===== config.mk =====
export PLATFORM = sky130hd
export DESIGN_NAME = serial_frame_receiver_checksum_unit_flat
export DESIGN_NICKNAME = d
export VERILOG_FILES = /design/src/rtl/core/sfrc_pkg.sv /design/src/rtl/core/sfrc_if.sv /design/src/rtl/core/sfrc_front.sv /design/src/rtl/core/sfrc_queue.sv /design/src/rtl/core/sfrc_back.sv /design/src/rtl/core/serial_frame_receiver_checksum_unit.sv /design/src/flat_wrapper.sv
export SDC_FILE = /design/constraint.sdc
export NUM_CORES = 1
export LEC_CHECK = 0
export ABC_AREA = 1
export BUFFER_PORTS_ARGS = -buffer_cell sky130_fd_sc_hd__buf_2
export CORE_ASPECT_RATIO = 0.75
export CORE_MARGIN = 1.5
export CORE_UTILIZATION = 35
export DETAILED_ROUTE_END_ITERATION = 6
export GPL_ROUTABILITY_DRIVEN = 0
export GPL_TIMING_DRIVEN = 0
export PLACE_DENSITY = 0.55
export REMOVE_ABC_BUFFERS = 1
export SYNTH_ARGS = -nofsm -noshare
export SYNTH_HDL_FRONTEND = slang
export SYNTH_HIERARCHICAL = 1
export SYNTH_SLANG_ARGS = --single-unit

===== constraint.sdc =====
create_clock -name clk -period 3.8 [get_ports clk]
set_input_delay 0.38 -clock clk [delete_from_list [all_inputs] [get_ports clk]]
set_output_delay 0.38 -clock clk [all_outputs]
set_load 0.005 [all_outputs]

===== src/rtl/core/sfrc_pkg.sv =====
// shared types, codes and constants of the serial frame receiver
package sfrc_pkg;

  localparam int QUEUE_DEPTH_DEF = 2;

  localparam logic [15:0] GAP_SAT = 16'hFFFF;
  localparam logic [15:0] MIN_LEN = 16'd5;
  localparam logic [15:0] OPCODE_POS = 16'd4;

  localparam logic       FUNC_BYTE = 1'b0;
  localparam logic       FUNC_TICK = 1'b1;

  localparam logic       KIND_BODY = 1'b0;
  localparam logic       KIND_END  = 1'b1;

  localparam logic [1:0] ST_OK       = 2'd0;
  localparam logic [1:0] ST_CHECKSUM = 2'd1;
  localparam logic [1:0] ST_LENGTH   = 2'd2;

  localparam logic [1:0] REG_HEADER_FIRST  = 2'd0;
  localparam logic [1:0] REG_HEADER_SECOND = 2'd1;
  localparam logic [1:0] REG_GAP_TIMEOUT   = 2'd2;
  localparam logic [1:0] REG_MAX_LENGTH    = 2'd3;

  localparam logic [7:0]  HEADER_FIRST_RST  = 8'h55;
  localparam logic [7:0]  HEADER_SECOND_RST = 8'hFF;
  localparam logic [15:0] GAP_TIMEOUT_RST   = 16'd100;
  localparam logic [15:0] MAX_LENGTH_RST    = 16'd64;

  typedef enum logic [2:0] {
    PH_HDR0 = 3'd0,
    PH_HDR1 = 3'd1,
    PH_LEN0 = 3'd2,
    PH_LEN1 = 3'd3,
    PH_TYPE = 3'd4,
    PH_ID0  = 3'd5,
    PH_ID1  = 3'd6,
    PH_BODY = 3'd7
  } phase_t;

  typedef struct packed {
    logic [7:0]  header_first;
    logic [7:0]  header_second;
    logic [15:0] gap_timeout_ticks;
    logic [15:0] max_length;
  } cfg_t;

  typedef struct packed {
    logic       restart;
    logic [7:0] rx_byte;
  } qent_t;

  typedef struct packed {
    logic        kind;
    logic [7:0]  data_byte;
    logic [15:0] byte_offset;
    logic [1:0]  status;
    logic [7:0]  frame_type;
    logic [15:0] frame_id;
    logic [7:0]  frame_opcode;
    logic [15:0] frame_length;
  } res_t;

endpackage


===== src/rtl/core/sfrc_if.sv =====
// request and result channels of the serial frame receiver
interface sfrc_item_if;
  logic       valid;
  logic       ready;
  logic       func;
  logic [7:0] rx_byte;

  modport source (output valid, output func, output rx_byte, input ready);
  modport sink (input valid, input func, input rx_byte, output ready);
endinterface

interface sfrc_result_if;
  logic        valid;
  logic        ready;
  logic        kind;
  logic [7:0]  data_byte;
  logic [15:0] byte_offset;
  logic [1:0]  status;
  logic [7:0]  frame_type;
  logic [15:0] frame_id;
  logic [7:0]  frame_opcode;
  logic [15:0] frame_length;

  modport source (output valid, output kind, output data_byte, output byte_offset,
                  output status, output frame_type, output frame_id,
                  output frame_opcode, output frame_length, input ready);
  modport sink (input valid, input kind, input data_byte, input byte_offset,
                input status, input frame_type, input frame_id,
                input frame_opcode, input frame_length, output ready);
endinterface


===== src/rtl/core/sfrc_front.sv =====
// front end: gap tick counter and timeout tagging of received bytes
module sfrc_front (
  input  logic                clk,
  input  logic                rst,
  sfrc_item_if.sink           item,
  input  logic [15:0]         gap_timeout_ticks,
  input  logic                q_ready,
  output logic                push,
  output sfrc_pkg::qent_t     push_entry
);
  import sfrc_pkg::*;

  logic [15:0] gap_ticks;
  logic        accept;

  assign item.ready = q_ready;
  assign accept = item.valid && item.ready;
  assign push = accept && (item.func == FUNC_BYTE);
  assign push_entry.rx_byte = item.rx_byte;
  assign push_entry.restart = gap_ticks > gap_timeout_ticks;

  always_ff @(posedge clk) begin
    if (rst) begin
      gap_ticks <= '0;
    end else if (accept) begin
      if (item.func == FUNC_TICK) begin
        if (gap_ticks != GAP_SAT) begin
          gap_ticks <= gap_ticks + 16'd1;
        end
      end else begin
        gap_ticks <= '0;
      end
    end
  end
endmodule


===== src/rtl/core/sfrc_queue.sv =====
// short request queue between front and back end
module sfrc_queue #(
  parameter int DEPTH = sfrc_pkg::QUEUE_DEPTH_DEF
) (
  input  logic            clk,
  input  logic            rst,
  input  logic            push,
  input  sfrc_pkg::qent_t push_entry,
  output logic            not_full,
  input  logic            pop,
  output logic            not_empty,
  output sfrc_pkg::qent_t head
);
  import sfrc_pkg::*;

  localparam int PTR_W = (DEPTH > 1) ? $clog2(DEPTH) : 1;
  localparam int CNT_W = $clog2(DEPTH + 1);
  localparam logic [PTR_W-1:0] LAST = PTR_W'(DEPTH - 1);
  localparam logic [CNT_W-1:0] FULL = CNT_W'(DEPTH);

  qent_t            slots [DEPTH];
  logic [PTR_W-1:0] wr_ptr;
  logic [PTR_W-1:0] rd_ptr;
  logic [CNT_W-1:0] count;
  logic             do_push;
  logic             do_pop;

  assign not_full  = count != FULL;
  assign not_empty = count != '0;
  assign do_push   = push && not_full;
  assign do_pop    = pop && not_empty;
  assign head      = slots[rd_ptr];

  always_ff @(posedge clk) begin
    if (do_push) begin
      slots[wr_ptr] <= push_entry;
    end
  end

  always_ff @(posedge clk) begin
    if (rst) begin
      wr_ptr <= '0;
      rd_ptr <= '0;
      count  <= '0;
    end else begin
      if (do_push) begin
        wr_ptr <= (wr_ptr == LAST) ? '0 : wr_ptr + PTR_W'(1);
      end
      if (do_pop) begin
        rd_ptr <= (rd_ptr == LAST) ? '0 : rd_ptr + PTR_W'(1);
      end
      case ({do_push, do_pop})
        2'b10:   count <= count + CNT_W'(1);
        2'b01:   count <= count - CNT_W'(1);
        default: count <= count;
      endcase
    end
  end
endmodule


===== src/rtl/core/sfrc_back.sv =====
// back end: frame parser, checksum and registered result stage
module sfrc_back (
  input  logic            clk,
  input  logic            rst,
  input  sfrc_pkg::cfg_t  cfg,
  input  logic            q_valid,
  input  sfrc_pkg::qent_t q_head,
  output logic            pop,
  sfrc_result_if.source   result
);
  import sfrc_pkg::*;

  phase_t      phase, phase_next, phase_eff;
  logic [15:0] length_field, length_field_next;
  logic [15:0] byte_count, byte_count_next;
  logic [7:0]  running_sum, running_sum_next;
  logic [7:0]  type_field, type_field_next;
  logic [15:0] id_field, id_field_next;
  logic [7:0]  opcode_field, opcode_field_next;
  logic        res_valid;
  res_t        res, res_next;
  logic        res_load;

  logic [7:0]  b;
  logic [15:0] count_inc;
  logic [15:0] offset;
  logic [7:0]  sum_add;
  logic [7:0]  opcode_now;

  assign pop       = q_valid && (!res_valid || result.ready);
  assign b         = q_head.rx_byte;
  assign phase_eff = q_head.restart ? PH_HDR0 : phase;
  assign count_inc = byte_count + 16'd1;
  assign offset    = byte_count - OPCODE_POS;
  assign sum_add   = running_sum + b;
  assign opcode_now = (offset == '0) ? b : opcode_field;

  always_comb begin
    phase_next        = phase;
    length_field_next = length_field;
    byte_count_next   = byte_count;
    running_sum_next  = running_sum;
    type_field_next   = type_field;
    id_field_next     = id_field;
    opcode_field_next = opcode_field;
    res_load          = 1'b0;
    res_next          = res;
    if (pop) begin
      phase_next = phase_eff;
      case (phase_eff)
        PH_HDR0: begin
          if (b == cfg.header_first) begin
            phase_next = PH_HDR1;
          end
        end
        PH_HDR1: begin
          phase_next = (b == cfg.header_second) ? PH_LEN0 : PH_HDR0;
        end
        PH_LEN0: begin
          length_field_next = {8'h00, b};
          byte_count_next   = '0;
          running_sum_next  = b;
          type_field_next   = '0;
          id_field_next     = '0;
          opcode_field_next = '0;
          phase_next        = PH_LEN1;
        end
        PH_LEN1: begin
          length_field_next = length_field | {b, 8'h00};
          byte_count_next   = count_inc;
          running_sum_next  = sum_add;
          phase_next        = PH_TYPE;
        end
        PH_TYPE: begin
          type_field_next  = b;
          byte_count_next  = count_inc;
          running_sum_next = sum_add;
          phase_next       = PH_ID0;
        end
        PH_ID0: begin
          id_field_next    = {8'h00, b};
          byte_count_next  = count_inc;
          running_sum_next = sum_add;
          phase_next       = PH_ID1;
        end
        PH_ID1: begin
          id_field_next    = id_field | {b, 8'h00};
          byte_count_next  = count_inc;
          running_sum_next = sum_add;
          phase_next       = PH_BODY;
        end
        default: begin
          opcode_field_next     = opcode_now;
          byte_count_next       = count_inc;
          res_load              = 1'b1;
          res_next.data_byte    = b;
          res_next.byte_offset  = offset;
          res_next.frame_type   = type_field;
          res_next.frame_id     = id_field;
          res_next.frame_opcode = opcode_now;
          res_next.frame_length = length_field;
          if (count_inc >= length_field) begin
            res_next.kind = KIND_END;
            if (length_field < MIN_LEN || length_field > cfg.max_length) begin
              res_next.status = ST_LENGTH;
            end else if (sum_add != 8'h00) begin
              res_next.status = ST_CHECKSUM;
            end else begin
              res_next.status = ST_OK;
            end
            phase_next = PH_HDR0;
          end else begin
            res_next.kind    = KIND_BODY;
            res_next.status  = ST_OK;
            running_sum_next = sum_add;
          end
        end
      endcase
    end
  end

  always_ff @(posedge clk) begin
    if (rst) begin
      phase        <= PH_HDR0;
      length_field <= '0;
      byte_count   <= '0;
      running_sum  <= '0;
      type_field   <= '0;
      id_field     <= '0;
      opcode_field <= '0;
    end else begin
      phase        <= phase_next;
      length_field <= length_field_next;
      byte_count   <= byte_count_next;
      running_sum  <= running_sum_next;
      type_field   <= type_field_next;
      id_field     <= id_field_next;
      opcode_field <= opcode_field_next;
    end
  end

  // output register
  always_ff @(posedge clk) begin
    if (rst) begin
      res_valid <= 1'b0;
    end else if (res_load) begin
      res_valid <= 1'b1;
    end else if (result.ready) begin
      res_valid <= 1'b0;
    end
  end

  always_ff @(posedge clk) begin
    if (res_load) begin
      res <= res_next;
    end
  end

  assign result.valid        = res_valid;
  assign result.kind         = res.kind;
  assign result.data_byte    = res.data_byte;
  assign result.byte_offset  = res.byte_offset;
  assign result.status       = res.status;
  assign result.frame_type   = res.frame_type;
  assign result.frame_id     = res.frame_id;
  assign result.frame_opcode = res.frame_opcode;
  assign result.frame_length = res.frame_length;
endmodule


===== src/rtl/core/serial_frame_receiver_checksum_unit.sv =====
// top level of the serial frame receiver: configuration registers and wiring
// throughput: one request (byte or tick) per cycle while the queue is not full, set by the parser step
// a body byte is registered in the queue and then in the output register before its result is valid
// ticks and header or field bytes give no result; a stalled result holds the parser
// after queue_depth further bytes the input stops taking requests until result drains
// reset: synchronous, back to header hunt, fields cleared, registers to defaults
module serial_frame_receiver_checksum_unit #(
  parameter int QUEUE_DEPTH = sfrc_pkg::QUEUE_DEPTH_DEF
) (
  input  logic        clk,
  input  logic        rst,
  sfrc_item_if.sink   item,
  sfrc_result_if.source result,
  input  logic        wr_en,
  input  logic [1:0]  wr_index,
  input  logic [15:0] wr_data
);
  import sfrc_pkg::*;

  cfg_t  cfg;
  logic  q_ready;
  logic  push;
  qent_t push_entry;
  logic  pop;
  logic  q_valid;
  qent_t q_head;

  always_ff @(posedge clk) begin
    if (rst) begin
      cfg.header_first      <= HEADER_FIRST_RST;
      cfg.header_second     <= HEADER_SECOND_RST;
      cfg.gap_timeout_ticks <= GAP_TIMEOUT_RST;
      cfg.max_length        <= MAX_LENGTH_RST;
    end else if (wr_en) begin
      case (wr_index)
        REG_HEADER_FIRST:  cfg.header_first      <= wr_data[7:0];
        REG_HEADER_SECOND: cfg.header_second     <= wr_data[7:0];
        REG_GAP_TIMEOUT:   cfg.gap_timeout_ticks <= wr_data;
        REG_MAX_LENGTH:    cfg.max_length        <= wr_data;
        default:           cfg                   <= cfg;
      endcase
    end
  end

  sfrc_front u_front (
    .clk               (clk),
    .rst               (rst),
    .item              (item),
    .gap_timeout_ticks (cfg.gap_timeout_ticks),
    .q_ready           (q_ready),
    .push              (push),
    .push_entry        (push_entry)
  );

  sfrc_queue #(
    .DEPTH (QUEUE_DEPTH)
  ) u_queue (
    .clk        (clk),
    .rst        (rst),
    .push       (push),
    .push_entry (push_entry),
    .not_full   (q_ready),
    .pop        (pop),
    .not_empty  (q_valid),
    .head       (q_head)
  );

  sfrc_back u_back (
    .clk     (clk),
    .rst     (rst),
    .cfg     (cfg),
    .q_valid (q_valid),
    .q_head  (q_head),
    .pop     (pop),
    .result  (result)
  );
endmodule

===== src/flat_wrapper.sv =====
// flat-port wrapper written by rule: the top's interface ports become plain ports
module serial_frame_receiver_checksum_unit_flat import sfrc_pkg::*;
#(
  parameter int QUEUE_DEPTH = sfrc_pkg::QUEUE_DEPTH_DEF
)
  (clk, rst, wr_en, wr_index, wr_data, item_valid, item_func, item_rx_byte, item_ready, result_valid, result_kind, result_data_byte, result_byte_offset, result_status, result_frame_type, result_frame_id, result_frame_opcode, result_frame_length, result_ready);
  sfrc_item_if item_i ();
  sfrc_result_if result_i ();
  input  logic clk;
  input  logic rst;
  input  logic wr_en;
  input  logic [1:0] wr_index;
  input  logic [15:0] wr_data;
  input wire logic [$bits(item_i.valid)-1:0] item_valid;
  input wire logic [$bits(item_i.func)-1:0] item_func;
  input wire logic [$bits(item_i.rx_byte)-1:0] item_rx_byte;
  output wire logic [$bits(item_i.ready)-1:0] item_ready;
  output wire logic [$bits(result_i.valid)-1:0] result_valid;
  output wire logic [$bits(result_i.kind)-1:0] result_kind;
  output wire logic [$bits(result_i.data_byte)-1:0] result_data_byte;
  output wire logic [$bits(result_i.byte_offset)-1:0] result_byte_offset;
  output wire logic [$bits(result_i.status)-1:0] result_status;
  output wire logic [$bits(result_i.frame_type)-1:0] result_frame_type;
  output wire logic [$bits(result_i.frame_id)-1:0] result_frame_id;
  output wire logic [$bits(result_i.frame_opcode)-1:0] result_frame_opcode;
  output wire logic [$bits(result_i.frame_length)-1:0] result_frame_length;
  input wire logic [$bits(result_i.ready)-1:0] result_ready;
  assign item_i.valid = item_valid;
  assign item_i.func = item_func;
  assign item_i.rx_byte = item_rx_byte;
  assign item_ready = item_i.ready;
  assign result_valid = result_i.valid;
  assign result_kind = result_i.kind;
  assign result_data_byte = result_i.data_byte;
  assign result_byte_offset = result_i.byte_offset;
  assign result_status = result_i.status;
  assign result_frame_type = result_i.frame_type;
  assign result_frame_id = result_i.frame_id;
  assign result_frame_opcode = result_i.frame_opcode;
  assign result_frame_length = result_i.frame_length;
  assign result_i.ready = result_ready;
  serial_frame_receiver_checksum_unit #(.QUEUE_DEPTH(QUEUE_DEPTH)) u_core (.clk(clk), .rst(rst), .item(item_i), .result(result_i), .wr_en(wr_en), .wr_index(wr_index), .wr_data(wr_data));
endmodule

==> impl_metrics.ini, run 1 <==
[run_status]
status = finished clean

[timing]
setup-violations-final = 0
rsz0062_at_grt = no
setup_tns_ns = 0
drv_slew = 0
post-route-period-util = 0.885
tightest_slew_ns = 1.18
fmax_mhz = 297
finalHoldViolCount = 0
min_period_ns = 3.36
slew_headroom = 0.214
clock_skew_ns = 0.0203

[logic_synthesis]
synth_area_leader_cell = dfxtp_1
ys_ff_latch = 238
netlist_top_cells_area = dfxtp_1, edfxtp_1, nand2_1, ha_1, inv_1
synth.avg_cell_area_sq_um = 8.15
yosysWarnings = 6
seq_area_frac_synth = 0.477
synthFlopType = dfxtp_1
yosys.area.top_type_share = 0.243
synth_cells = 1466
synth.distinct_cells = 53
synth_edf_count = 93
postSynth.asyncResetShare = 0
synthesis.area_sq_um = 11900

[pwr]
vdd_drop_max_v = 0.000263
clkPwrFrac = 0.446
p_leak_nw = 5.96
p_comb_frac = 0.111
p_total_mw = 6.29
pwr-share-seq = 0.443
p_int_mw = 4.64
power_switching_mw = 1.65
swShare = 0.262
power_density_nw_per_um2 = 457

[layout]
design_area_sq_um = 13800
finalNonFillerCells = 2022
largestRegisters = u_core/cfg: 48 flops, u_core/u_queue/slots: 18 flops
diodes = 0
drive_gt1_frac = 0.144
layout_commonest_cell = nand2_1
fillers = 3356
syn_to_final_growth_pct = 15.2
mostFrequentLayoutCells = nand2_1, inv_1, nor2_1
largest_reg_flops = 48
regMostFlops = u_core/cfg
layout.nets = 1647

[cts]
cts_buffers = 26
h-tree-depth = 1
clk_latency_ns = 0.55
cts.clk_slew.worst_paths_ns = 0.06
clock_sinks = 238
clock_path_buffers = 3
root_buffer = clkbuf_16
tritoncts = built

[floorplan]
chipWidth_um = 216
fp.dieArea_sq_um = 35300
start_util = 0.356
io-pin-count = 109
fp.dieH_um = 163
rows = 58
core-area_sq_um = 33600

[global_route]
met3_usage = 0.0352
grt_util_met2 = 0.269
globalRouteMet1Util = 0.242
grt_pass1_wl_um = 48100
grt_max_degree = 84
grt_usage = 0.170
grt.overflow.total = 0
grt_busiest_layer = met2
first_global_vias = 9079
antenna_found_initial = 0

[route]
drtAntennaViolNets = 0
wire_per_inst_um = 14.6
dr_total_vias = 9602
drt_iter0_markers = 818
route.final.wire_length_um = 29400
routed_via_density = 4.75
drc_errors = 0
firstDrtPassIters = 5

[critical_path]
criticalPathCategory = reg -> reg
cp-end-kind = flip-flop
cp.required_ns = 4.29
cp.arrival_ns = 3.85
critPathMaxFanout = 10
crit_path_start_kind = flip-flop

[placement]
dp.cells = 1972
dpl_cell_area_sq_um = 12800
io_buffers = 108
dp_hpwl_um = 20600

[run]
maxCapViolCount = 0

[hold_path]
hp-class = in -> reg
cells in the mapped netlist, types with 19 or more instances:
master,instances
o21ai_0,38
nand4_1,30
nor2_1,161
ha_1,62
inv_1,192
nand2_1,337
a21oi_1,111
clkbuf_1,19
nand3_1,95
edfxtp_1,93
dfxtp_1,145
xor2_1,26
routing by layer:
metal	routed length, um	vias up
met3	1760	29
li1	-	4904
met4	405	0
met5	0	-
met1	14600	4415
met2	12600	254
per-stage QoR:
step           hold WS (ns)   util  setup WS [ns]
2_1_floorplan         0.408      -          0.280
3_3_place_gp          0.412  0.380          -1.20
3_5_place_dp          0.417  0.380          0.248
4_1_cts             0.00169  0.409          0.228
5_1_grt              0.0159  0.410         0.0540
6_report             0.0364  0.410          0.436
cell type report:
type | instances | area, sq um | share of cell area
Tap cell | 450 | 563 | 0.0409
Sequential cell | 238 | 5700 | 0.414
Multi-Input combinational cell | 966 | 5180 | 0.376
Timing Repair Buffer | 110 | 561 | 0.0407
Clock inverter | 13 | 195 | 0.0142
Clock buffer | 35 | 771 | 0.0560
Inverter | 210 | 800 | 0.0581
worst max-delay path, cell delays in order, from the launching register on:
cell and delay, ns:
dfxtp_1 0.49, inv_1 0.18, nor3_2 0.25, nand3_1 0.18, nor3_2 0.24, xor2_1 0.17
inv_1 0.08, ha_1 0.29, nand2_1 0.07, inv_1 0.03, o21ai_0 0.15, nand2_1 0.10
a21oi_1 0.21, nand3_2 0.22, nand3_2 0.19, nand2_2 0.17, nand2_1 0.10, nand2_1 0.05
nor2_1 0.11
cells by family (layout without fill, tap and decap cells):
group                    Yosys count  count (layout)  share of synthesized area
AND/OR/NAND/NOR                  697             697                      0.261
adder cells (fa/ha/maj)           63              63                     0.0666
multiplexers                       9               9                    0.00848
XOR/XNOR                          28              28                     0.0205
flip-flops                       238             238                      0.477
AO/OA/AOI/OAI                    169             169                     0.0757
buffers and inverters            262             368                     0.0907
power groups by stage:
stage	logic [mW]	clock network [mW]	registers, mW
after floorplan	0.472	0	2.82
final	0.698	2.80	2.79
after global routing	0.792	2.98	2.80
after global placement	0.677	0	2.84
after CTS	0.694	2.88	2.79
after detailed placement	0.689	0	2.84
final timing paths:
| path | from | to | slack (ns) | cells after the start |
|---|---|---|---|---|
| setup / recovery | u_core/u_back/byte_count[3] | u_core/u_back/running_sum[2] | 0.44 | 18 |
| hold / removal | item_rx_byte[2] | u_core/u_queue/slots[0][2] | 0.04 | 1 |
| setup reg to reg | u_core/u_back/byte_count[3] | u_core/u_back/running_sum[2] | 0.44 | 18 |
| hold reg to reg | u_core/u_back/id_field[5] | u_core/u_back/result.frame_id[5] | 0.43 | 0 |
what timing repair did:
action / in CTS / in global routing
buffers inserted: 0 / 0
resized for setup: 0 / 3
hold endpoints to repair: 4 / 0
hold buffers: 2 / 0
setup endpoints to repair: 0 / 5
Power figures use the tool's default switching activity.
==> inputs of run 2 (changes only) <==
- CELL_PAD_IN_SITES_DETAIL_PLACEMENT: not set -> 0
- CELL_PAD_IN_SITES_GLOBAL_PLACEMENT: not set -> 1
- CTS_CLUSTER_DIAMETER: not set -> 60
- PLACE_DENSITY: 0.55 -> 0.68
==> run 2 against run 1 <==
Compared with the run above: global-route usage rose by 0.13 points; sequential cell count did not move; count of clock-buffer cells in the layout fell by 2; total power fell by 3.1%; register-to-register slack got worse by 0.03 ns; sequential share of layout area rose by 0.087 points; critical path depth did not move; wire length rose by 0.98%; maximum frequency fell by 0.81%; sequential power barely moved; worst setup slack got worse by 0.027 ns.
==> impl_metrics.ini, run 2 (same netlist as run 1, synthesis figures left out) <==
[run_status]
status = finished clean

[timing]
tightest_slew_ns = 1.19
finalHoldViolCount = 0
drv_slew = 0
min_period_ns = 3.39
fmax_mhz = 295
setup-violations-final = 0
post-route-period-util = 0.892
clock_skew_ns = 0.0220
slew_headroom = 0.206
rsz0062_at_grt = no
setup_tns_ns = 0
whs_ns = 0.0326

[route]
wire_per_inst_um = 14.6
route.final.wire_length_um = 29700
drtAntennaViolNets = 0
drc_errors = 0
routed_via_density = 4.63
firstDrtPassIters = 5
dr_total_vias = 9403
drt_iter0_markers = 585

[pwr]
pwr-share-seq = 0.457
vdd_drop_max_v = 0.000231
p_leak_nw = 5.95
p_int_mw = 4.40
power_density_nw_per_um2 = 444
power_switching_mw = 1.69
swShare = 0.278
p_comb_frac = 0.115
clkPwrFrac = 0.428

[critical_path]
cp-end-kind = flip-flop
max_stage_delay_ns = 0.48
crit_path_top_delay_cell = dfxtp_1
critPathMaxFanout = 10
path_cells = nand3_1 -> nor3_2 -> nand3_1 -> nor3_2 -> xor2_1 -> inv_1 -> ha_1 -> nand2_1 -> inv_1 -> o21ai_0 -> nand2_1 -> a21oi_1 -> nand3_2 -> nand3_2 -> nand2_2 -> nand2_1 -> nand2_1 -> nor2_1
reg2reg_from = u_core/u_back/byte_count[0]
reg2reg_to = u_core/u_back/running_sum[2]
r2r_cells = 18
critPathMostFrequentCell = nand2_1
rrSetupSlack_ns = 0.41
critPathTopFamily = simple AND/OR/NAND/NOR gates
cp.required_ns = 4.30
crit_buf_inv = 2
crit_path_start_kind = flip-flop
criticalPathCategory = reg -> reg
cp.arrival_ns = 3.89

[global_route]
grt.overflow.total = 0
grt_max_degree = 84
first_global_vias = 8816
grt_usage = 0.171
grt_pass1_wl_um = 47900
antenna_found_initial = 0

[floorplan]
chipWidth_um = 216
io-pin-count = 109
core-area_sq_um = 33600
fp.dieH_um = 163
rows = 58
start_util = 0.356
fp.dieArea_sq_um = 35300

[hold_path]
hp-class = in -> reg
worst_hold_startpoint = item_rx_byte[6]
min_path_cells = 1
hold_end = u_core/u_queue/slots[0][6]

[cts]
postCtsSetupBuffers = 0
clock_path_buffers = 3
h-tree-depth = 1
cts.clk_slew.worst_paths_ns = 0.06
tritoncts = built
cts_buffers = 28
clk_latency_ns = 0.56
root_buffer = clkbuf_16
clock_sinks = 238

[layout]
diodes = 0
regMostFlops = u_core/cfg
drive_gt1_frac = 0.145
seq_area_sq_um = 5700
multi_input_area_sq_um = 5170
mostFrequentLayoutCells = nand2_1, inv_1, nor2_1
layout.nets = 1653
syn_to_final_growth_pct = 15.0
fillers = 3424
largestRegisters = u_core/cfg: 48 flops, u_core/u_queue/slots: 18 flops
finalNonFillerCells = 2030
layout_commonest_cell = nand2_1
largest_reg_flops = 48

[run]
maxCapViolCount = 0

[placement]
dp_hpwl_um = 20800
dp.cells = 1972
io_buffers = 108
-- run 2: changes by cell type in the layout (fill, tap and decap cells not counted), moves of 2 or more --
cell           delta
bufinv_16         -4
clkinv_1          +2
clkinv_2          +6
clkinv_4          -3
clkinvlp_4        +3
dlygate4sd3_1     +4
inv_6             +2
-- run 2: layout make-up --
cell class                 count  share of cell area
sequential                   238               0.415
multi-input combinational    966               0.377
inverter                     210              0.0582
clock buffer                  33              0.0561
timing repair buffer         114              0.0437
tap                          450              0.0410
clock inverter                19             0.00956
-- run 2: worst max-delay path by stage --
stage / startpoint / to / slack (ns) / depth (start not counted)
final: u_core/u_back/byte_count[0] / u_core/u_back/running_sum[2] / 0.41 / 18
after global placement: result_ready / u_core/u_back/result.byte_offset[14] / -1.20 / 7
after detailed placement: u_core/u_back/byte_count[4] / u_core/u_back/running_sum[2] / 0.25 / 16
after global routing: u_core/u_back/byte_count[0] / u_core/u_back/running_sum[2] / 0.02 / 18
after floorplan: u_core/u_queue/count[0] / u_core/u_back/result.byte_offset[0] / 0.28 / 6
after CTS: u_core/u_back/byte_count[4] / u_core/u_back/running_sum[2] / 0.24 / 16
-- run 2: timing repair --
action / CTS / global route
resized for setup: 0 / 2
endpoints found under the hold margin: 12 / 0
hold buffers: 6 / 0
endpoints found under the setup margin: 0 / 5
-- run 2: power by group through the flow --
stage / clock network [mW] / logic (mW) / registers, mW
floorplan: 0 / 0.472 / 2.82
global placement: 0 / 0.687 / 2.84
detailed placement: 0 / 0.694 / 2.84
CTS: 2.70 / 0.703 / 2.79
global route: 2.80 / 0.795 / 2.80
finish: 2.61 / 0.700 / 2.79
-- run 2: routing by layer --
| metal | GRT usage | vias to the layer above | wire length [um] |
|---|---|---|---|
| li1 | - | 4923 | - |
| met1 | 0.255 | 4292 | 15800 |
| met2 | 0.260 | 156 | 12200 |
| met3 | 0.0291 | 32 | 1230 |
| met4 | 0.0354 | 0 | 461 |
| met5 | 0 | - | 0 |
-- run 2: through the flow --
stage | setup WS (ns) | util | instance area, sq um | total power [mW]
3_3_place_gp | -1.20 | 0.380 | 12800 | 3.53
2_1_floorplan | 0.280 | - | 11700 | 3.30
6_report | 0.409 | 0.409 | 13700 | 6.10
3_5_place_dp | 0.252 | 0.380 | 12800 | 3.54
4_1_cts | 0.235 | 0.409 | 13700 | 6.19
5_1_grt | 0.0231 | 0.409 | 13700 | 6.39
-- run 2: worst register-to-register path: stages (launching register included) --
cell and delay [ns]:
dfxtp_1 0.48, nand3_1 0.22, nor3_2 0.20, nand3_1 0.20
nor3_2 0.25, xor2_1 0.17, inv_1 0.08, ha_1 0.30
nand2_1 0.07, inv_1 0.04, o21ai_0 0.17, nand2_1 0.07
a21oi_1 0.24, nand3_2 0.22, nand3_2 0.19, nand2_2 0.17
nand2_1 0.11, nand2_1 0.05, nor2_1 0.10
==> inputs of run 3 (changes only) <==
- PLACE_DENSITY: 0.68 -> 0.66
==> run 3 against run 2 <==
Compared with the run above: clock power is 6% lower; die area unchanged; non-clock buffer count shrank 5; sequential cell count did not move; count of clock-buffer cells in the layout rose by 9; worst hold slack worse by 0.0017 ns; critical path type unchanged; critical endpoint unchanged; largest power group unchanged.
==> impl_metrics.ini, run 3 (same netlist as run 1, synthesis figures left out) <==
[critical_path]
cp.required_ns = 4.24
crit_path_top_delay_cell = dfxtp_1
r2r_cells = 16
setup.worst_path.start = u_core/u_back/byte_count[3]
reg2reg_to = u_core/u_back/running_sum[2]
path_depth = 16
crit_buf_inv = 1
cp-end-kind = flip-flop
critPathMostFrequentCell = nand2_1
max_stage_delay_ns = 0.48
criticalPathCategory = reg -> reg
path_cells = inv_1 -> nor3_2 -> nand3_1 -> nor3_2 -> nand2_1 -> xor2_1 -> ha_1 -> nand2_1 -> nor3_1 -> nand3_1 -> nand3_1 -> nand3_2 -> nand2_2 -> nand2_1 -> nand2_1 -> nor2_1
rrSetupSlack_ns = 0.38
reg2reg_from = u_core/u_back/byte_count[3]
crit_path_start_kind = flip-flop
critPathMaxFanout = 10
cp.arrival_ns = 3.86
crit_end = u_core/u_back/running_sum[2]
critPathTopFamily = simple AND/OR/NAND/NOR gates

[pwr]
p_leak_nw = 5.88
power_density_nw_per_um2 = 436
vdd_drop_max_v = 0.000273
p_total_mw = 5.93

[cts]
cts_buffers = 27
clock_sinks = 238
clk_latency_ns = 0.55
h-tree-depth = 1
clock_path_buffers = 3
root_buffer = clkbuf_16
tritoncts = built
cts.clk_slew.worst_paths_ns = 0.06

[layout]
drive_gt1_frac = 0.138
largest_reg_flops = 48
largestRegisters = u_core/cfg: 48 flops, u_core/u_queue/slots: 18 flops
diodes = 0
layout.nets = 1647
layout_commonest_cell = nand2_1
syn_to_final_growth_pct = 13.9
fillers = 3404
mostFrequentLayoutCells = nand2_1, inv_1, nor2_1
finalNonFillerCells = 2023
regMostFlops = u_core/cfg

[timing]
clock_skew_ns = 0.00871
drv_slew = 0
setup-violations-final = 0
min_period_ns = 3.42
tightest_slew_ns = 1.24
finalHoldViolCount = 0
fmax_mhz = 292
rsz0062_at_grt = no
setup_tns_ns = 0
post-route-period-util = 0.900
slew_headroom = 0.175

[floorplan]
fp.dieArea_sq_um = 35300
io-pin-count = 109
core-area_sq_um = 33600
fp.dieH_um = 163
rows = 58
chipWidth_um = 216
start_util = 0.356

[hold_path]
hp-class = in -> reg

[placement]
io_buffers = 108
dp.cells = 1972
dp_hpwl_um = 21000

[route]
drc_errors = 0
route.final.wire_length_um = 29900
drtAntennaViolNets = 0
wire_per_inst_um = 14.8
routed_via_density = 4.69
firstDrtPassIters = 5
dr_total_vias = 9492
drt_iter0_markers = 589

[global_route]
first_global_vias = 8920
grt_pass1_wl_um = 48400
antenna_found_initial = 0
grt_usage = 0.172
grt_max_degree = 84
grt.overflow.total = 0

[run_status]
status = finished clean

[run]
maxCapViolCount = 0
-- run 3: worst min-delay path by stage --
stage	from	endpoint	slack [ns]	cells after the start
floorplan	u_core/u_back/id_field[10]	u_core/u_back/result.frame_id[10]	0.41	0
global placement	u_core/u_back/id_field[1]	u_core/u_back/result.frame_id[1]	0.42	0
detailed placement	u_core/u_back/type_field[7]	u_core/u_back/result.frame_type[7]	0.42	0
CTS	item_rx_byte[4]	u_core/u_queue/slots[1][4]	0.0006	1
global route	item_rx_byte[1]	u_core/u_queue/slots[0][1]	0.005	1
finish	item_rx_byte[4]	u_core/u_queue/slots[1][4]	0.03	1
-- run 3: final cells by class --
| type | instances | area, sq um | area share |
|---|---|---|---|
| clock buffer | 42 | 762 | 0.0560 |
| clock inverter | 8 | 65.1 | 0.00478 |
| inverter | 210 | 800 | 0.0588 |
| multi-input combinational | 966 | 5170 | 0.380 |
| sequential | 238 | 5700 | 0.419 |
| tap | 450 | 563 | 0.0414 |
| timing repair buffer | 109 | 551 | 0.0405 |
-- run 3: what timing repair did --
action                                  CTS  global route
endpoints found under the setup margin    0             5
buffers inserted                          0             0
gates resized for setup                   0             1
hold buffers                              1             0
hold endpoints to repair                  2             0
-- run 3: layer usage --
layer	routed length (um)	track usage	share of wire
met5	0	0	0
met4	507	0.0354	0.017
met3	1310	0.0289	0.044
met2	12600	0.265	0.42
met1	15500	0.254	0.52
-- run 3: stage by stage --
step	util	hold slack (ns)	instance area (sq um)	setup slack (ns)
floorplan	-	0.408	11700	0.280
global placement	0.380	0.416	12800	-1.22
detailed placement	0.380	0.417	12800	0.258
CTS	0.405	0.000589	13600	0.234
global route	0.405	0.00548	13600	0.0391
finish	0.405	0.0309	13600	0.380
-- run 3: power by group --
part / leakage (nW) / switching, mW / internal (mW)
logic: 3.47 / 0.491 / 0.207
registers: 2.01 / 0.0647 / 2.73
clock network: 0.399 / 1.06 / 1.39
total: 5.88 / 1.61 / 4.32
